## src/hdl/frc_pkg.sv

```systemverilog
`timescale 1ns / 1ps
`default_nettype none

package frc_pkg;

  // Fixed field widths of the stream items and the batch register.
  localparam int unsigned SAMPLE_W = 12;
  localparam int unsigned LEN_W = 13;
  localparam int unsigned TOTAL_W = 29;
  localparam int unsigned RUNS_W = 16;

  // Packed widths of the stream payloads, padded to whole bytes.
  localparam int unsigned IN_TDATA_W = 16;
  localparam int unsigned OUT_TDATA_W = 48;

  // Saturation limits of the counters.
  localparam logic [LEN_W-1:0] LEN_MAX = {LEN_W{1'b1}};
  localparam logic [TOTAL_W-1:0] TOTAL_MAX = {TOTAL_W{1'b1}};
  localparam logic [RUNS_W-1:0] RUNS_MAX = {RUNS_W{1'b1}};
  localparam logic [RUNS_W-1:0] RUNS_PER_BATCH_RST = RUNS_W'(1);

  // Default size of the sampled index space.
  localparam int unsigned INDEX_SPACE_DEF = 4096;

  // Commands from the controller to the datapath.
  typedef struct packed {
    logic init_wr;        // clear one bitmap entry of the power-up sweep
    logic capture;        // register the accepted sample
    logic lookup;         // read the bitmap at the sample's index
    logic commit_fresh;   // mark and list a new index
    logic commit_repeat;  // close the run and load the result
    logic clr_step;       // advance the walk that clears the listed marks
    logic clr_finish;     // end of the walk, restart the list
  } frc_cmd_t;

  // Status from the datapath to the controller.
  typedef struct packed {
    logic hit;        // looked-up index was already marked
    logic out_free;   // result register can take a new item
    logic init_last;  // power-up sweep is at its last entry
    logic clr_done;   // every listed mark has been cleared
  } frc_stat_t;

endpackage

`default_nettype wire

```

## src/hdl/frc_ctrl.sv

```systemverilog
`timescale 1ns / 1ps
`default_nettype none

module frc_ctrl (
  input  wire                clk_i,
  input  wire                rst_ni,
  input  wire                s_tvalid_i,
  output logic               s_tready_o,
  input  frc_pkg::frc_stat_t st_i,
  output frc_pkg::frc_cmd_t  cmd_o
);

  import frc_pkg::*;

  typedef enum logic [2:0] {
    ST_INIT,
    ST_WAIT,
    ST_RD,
    ST_DEC,
    ST_CLR
  } state_e;

  state_e state_q;
  state_e state_d;
  logic   accept;

  // The input side opens when idle, and in the cycle that marks a fresh index.
  assign s_tready_o = (state_q == ST_WAIT) || (state_q == ST_DEC && !st_i.hit);
  assign accept = s_tvalid_i && s_tready_o;

  // Command decode and next state.
  always_comb begin
    cmd_o = '0;
    state_d = state_q;
    cmd_o.capture = accept;
    unique case (state_q)
      ST_INIT: begin
        cmd_o.init_wr = 1'b1;
        if (st_i.init_last) begin
          state_d = ST_WAIT;
        end
      end
      ST_WAIT: begin
        if (accept) begin
          state_d = ST_RD;
        end
      end
      ST_RD: begin
        cmd_o.lookup = 1'b1;
        state_d = ST_DEC;
      end
      ST_DEC: begin
        if (!st_i.hit) begin
          cmd_o.commit_fresh = 1'b1;
          state_d = accept ? ST_RD : ST_WAIT;
        end else if (st_i.out_free) begin
          cmd_o.commit_repeat = 1'b1;
          state_d = ST_CLR;
        end
      end
      ST_CLR: begin
        cmd_o.clr_step = 1'b1;
        if (st_i.clr_done) begin
          cmd_o.clr_finish = 1'b1;
          state_d = ST_WAIT;
        end
      end
      default: begin
        state_d = ST_INIT;
      end
    endcase
  end

  always_ff @(posedge clk_i or negedge rst_ni) begin
    if (!rst_ni) begin
      state_q <= ST_INIT;
    end else begin
      state_q <= state_d;
    end
  end

  // No item enters during the power-up sweep, the lookup or the clearing walk.
  assert property (@(posedge clk_i) disable iff (!rst_ni)
    (state_q == ST_INIT || state_q == ST_RD || state_q == ST_CLR) |-> !s_tready_o)
    else $error("input accepted while the bitmap is busy");

  // A run is closed only when the result register can take it.
  assert property (@(posedge clk_i) disable iff (!rst_ni)
    cmd_o.commit_repeat |-> st_i.out_free)
    else $error("result loaded over a pending item");

  // A repeat with a blocked output waits in place.
  assert property (@(posedge clk_i) disable iff (!rst_ni)
    (state_q == ST_DEC && st_i.hit && !st_i.out_free) |=> state_q == ST_DEC)
    else $error("repeat left the decide state without a free output");

endmodule

`default_nettype wire

```

## config.mk

```make
export PLATFORM = sky130hd
export DESIGN_NAME = frc_ctrl
export DESIGN_NICKNAME = d
export VERILOG_FILES = /design/src/hdl/frc_pkg.sv /design/src/hdl/frc_ctrl.sv
export SDC_FILE = /design/constraint.sdc
export NUM_CORES = 1
export LEC_CHECK = 0
export BUFFER_PORTS_ARGS = -buffer_cell sky130_fd_sc_hd__buf_2
export CORE_AREA = 2 2 39 41
export DETAILED_ROUTE_END_ITERATION = 8
export DIE_AREA = 0 0 41 43
export GPL_TIMING_DRIVEN = 0
export PLACE_DENSITY = 0.45
export SETUP_SLACK_MARGIN = 0.3
export SLEW_MARGIN = 20
export SYNTH_ARGS = -nofsm -noshare
export SYNTH_HDL_FRONTEND = slang
export SYNTH_SLANG_ARGS = --single-unit
```

## constraint.sdc

```tcl
create_clock -name clk_i -period 1.43 [get_ports clk_i]
set_input_delay 0.429 -clock clk_i [delete_from_list [all_inputs] [get_ports clk_i]]
set_output_delay 0.429 -clock clk_i [all_outputs]
set_load 0.005 [all_outputs]
```

==> impl_results.md <==
- Required time of the critical path: 1.00 ns
- Register area share after synthesis: 32.3%
- Largest Register: state_q
- Detailed-route DRC error count: 0
- Mean Syn Cell Area: between 7 and 8 um2
- Starting Density: 16.8%
- Critical Path Source Type: flip-flop
- Hold Violations, Final: 0
- Sequential Area: 77.6 um2
- Total vias in the final route: roughly 320
- Synthesis-to-layout area growth: 100%
- Final setup margin: -0.188 ns
- Count of pins over their slew limit: 0
- Worst R2R Setup Slack: -0.11 ns
- Simple-gate area share of the yosys netlist: 48.9%
- Final std cells w/o fill: 76
- Violated checks: setup timing
- CTS tree: yes
- Warnings from Yosys: 0
- Hold Path Depth: 2
- Max reg flops: 3
- Slew HR: 87.3%
- Crit path cell chain: inv_2 -> and3_4 -> and2_4 -> buf_6 -> buf_6
- Routability cong.: 0.769
- Vias in the first global route: 316
- TritonCTS buffer count: 3
- Share of power burned in registers: around a fifth
- Clock network fraction of design power: 18.2%
- Largest net degree at the start of global routing: 7
- Post-Synth XOR/XNOR Area: 0%
- Die W: 41 um
- Largest family of logic cells by synthesized area: simple AND/OR/NAND/NOR gates
- Pint: between 0.5 and 0.6 mW
- Worst-Skew Late Latency: 0.24 ns
- Cell Pwr Density: 1810 nW/um2
- Share of Yosys cell area claimed by the top area cell type: 32.3%
- Cell family with the largest share of critical-path delay: flip-flops
- Initial DRC count: 10
- Worst vdd ir: around 0.7 mV
- Compound-Gate Fraction of Synth Area: 10.8%
- Worst r2r src: state_q[1]$_DFFE_PN0P_
- Kind of end point of the critical path: primary output
- Worst-path clk slew: 0.04 ns
- Switching share of total power: 35.3%
- Mux contribution to synthesized area: 0%
- Core box area: 1380 um2
- Largest regs: state_q x3
- # fillers: 160
- Number of port buffers: 14
- Area of the die: 1760 um2
- Mapped Cells: 30
- Final Power: roughly 0.84 mW
- Wire per inst: 10.3 um
- Synthesis-stage register bit count: 3
- Combinational Power Share: 61.7%
- Worst path buffer plus inverter count: 3
- Net Switching: 0.298 mW
- Vias per Instance: 4.24
- Clock skew: 0.00318 ns
- Routed WL: slightly below 800 um
- Max Cap Violations: 0
- Syn nets: 37
- Hold Crit Start: st_i[0]
- Worst R2R Path Depth: 10
- Critical Path AT: between 1 and 1.5 ns
- Clk root buf: clkbuf_4
- Multi-input gate area: 144 um2
- FMAX: 618 MHz
- Area leader, netlist: dfrtp_1
- DR pass1 iterations: 3
- Least-Margin Pin Slew: 0.188 ns
- Post-DRT Antenna Nets: 0
- Reg2Reg Capture Point: state_q[1]$_DFFE_PN0P_
- Final min period: about 1.6 ns
- Hold endpoint: state_q[2]$_DFFE_PN0P_
- Gr usage total: 10.7%
- Layout cells sized above 1: 61.7%
- Row cnt: 14
- Synth Cell Area: 233 um2
- Synth Area in Adders: 0%
- Initial antenna violation count: 0
- Grt ovf: 0
- Worst path max stage delay: 0.39 ns
- Bufs on Longest Clock Path: 2
- Outcome: finished with violations
- Die Y-Extent: 43 um
- I/O Pins: 15
- Depth of the CTS H-tree: 1
- Post-route setup TNS: -0.911 ns
- Synth top area cells: dfrtp_1 32%, and3_4 9.7%, nand3b_1 9.7%, nor2b_1 5.4%, inv_1 4.8%
- Slowest cell on the critical path: dfrtp_1
- Setup Viol. Count Final: 9
- Nets: 68
- Worst hold path type: in2reg
- # diodes: 0
- Max Fanout on Critical Path: 5
- Hold Worst Slack: between 0.4 and 0.5 ns
- Post-Place Cells: 60
- Final Cycle Share: 113%
- Most Frequent Cell on Critical Path: buf_6
- Clk sinks: 3
- Pleak: 0.245 nW
- End-of-flow core utilization: 33.6%
- First-pass GRT wire length: 1.24 mm
- Type of the worst setup path: reg2out
- Yosys cell types: 17
- Unrepaired setup endpoints after global routing: yes
placed cells by master (no fill, tap or decap), types with 2 or more instances in the layout:
| cell | instances |
|---|---|
| nand2_1 | 2 |
| nor2_1 | 3 |
| and3_4 | 2 |
| nor2b_1 | 2 |
| buf_6 | 3 |
| nand3b_1 | 3 |
| nand3_1 | 2 |
| clkbuf_4 | 3 |
| dfrtp_2 | 2 |
| buf_4 | 10 |
| buf_2 | 13 |
layer usage:
layer / global-route usage, % / up-vias / wire length (um)
li1: - / 165 / -
met5: 0 / - / 0
met4: 4.00 / 0 / 0
met3: 6.28 / 0 / 56
met2: 14.7 / 15 / 375
met1: 13.3 / 142 / 349
cells in the mapped netlist:
| cell | number |
|---|---|
| dfrtp_1 | 3 |
| inv_1 | 3 |
| nand2_1 | 3 |
| nand3b_1 | 3 |
| nor2_1 | 3 |
| and3_4 | 2 |
| nand3_1 | 2 |
| nor2b_1 | 2 |
| a21oi_1 | 1 |
| and2_1 | 1 |
| and3_1 | 1 |
| buf_4 | 1 |
| nand4_1 | 1 |
| nor3_1 | 1 |
| o2111ai_1 | 1 |
| o21ai_0 | 1 |
| o22ai_1 | 1 |
power by group through the flow:
stage | Sequential (mW) | Clock, mW | Combinational, mW
global route | 0.174 | 0.164 | 0.572
finish | 0.170 | 0.153 | 0.521
global placement | 0.189 | 0 | 0.286
CTS | 0.168 | 0.158 | 0.459
floorplan | 0.168 | 0 | 0.188
detailed placement | 0.187 | 0 | 0.284
worst register-to-register path, delay by kind of cell, from the launching register on:
family,cells,cell delay (ns)
flops,1,0.39
compound gates,1,0.07
buf+inv,7,0.84
simple gates,2,0.13
worst max-delay path by stage:
stage,start,to,slack [ns],cells past startpoint
2_1_floorplan,state_q[1]$_DFFE_PN0P_,cmd_o[5],0.09,4
3_3_place_gp,st_i[3],cmd_o[5],-0.17,6
3_5_place_dp,st_i[3],cmd_o[5],-0.16,6
4_1_cts,state_q[0]$_DFFE_PN0P_,cmd_o[5],-0.19,4
5_1_grt,state_q[1]$_DFFE_PN0P_,cmd_o[0],-0.24,3
6_report,state_q[2]$_DFFE_PN0P_,cmd_o[5],-0.19,5
kinds of logic (layout without fill, tap and decap cells):
kind of cell	count (synthesis)	count (layout)
buffers and inverters	4	34
DFF	3	3
AOI/OAI and AO/OA	4	4
and+or+nand+nor	19	19
per-stage QoR:
stage	worst slack [ns]	instance area (um2)
floorplan	0.0876	233
global placement	-0.169	323
detailed placement	-0.164	323
CTS	-0.186	445
global route	-0.235	465
finish	-0.188	465
final cells by class:
| class | count | share of cell area [%] |
|---|---|---|
| clock buffer | 4 | 5.65 |
| multi-input combinational | 23 | 30.9 |
| tap | 16 | 4.30 |
| buffer | 1 | 2.42 |
| inverter | 3 | 2.96 |
| timing repair buffer | 26 | 37.1 |
| sequential | 3 | 16.7 |
what timing repair did:
item	in CTS	in global routing
hold buffers	1	0
endpoints found under the hold margin	3	0
endpoints found under the setup margin	8	10
pin swaps	3	1
setup buffers	10	1
gates resized for setup	5	4
No activity file was read; power rests on OpenSTA's default activity.
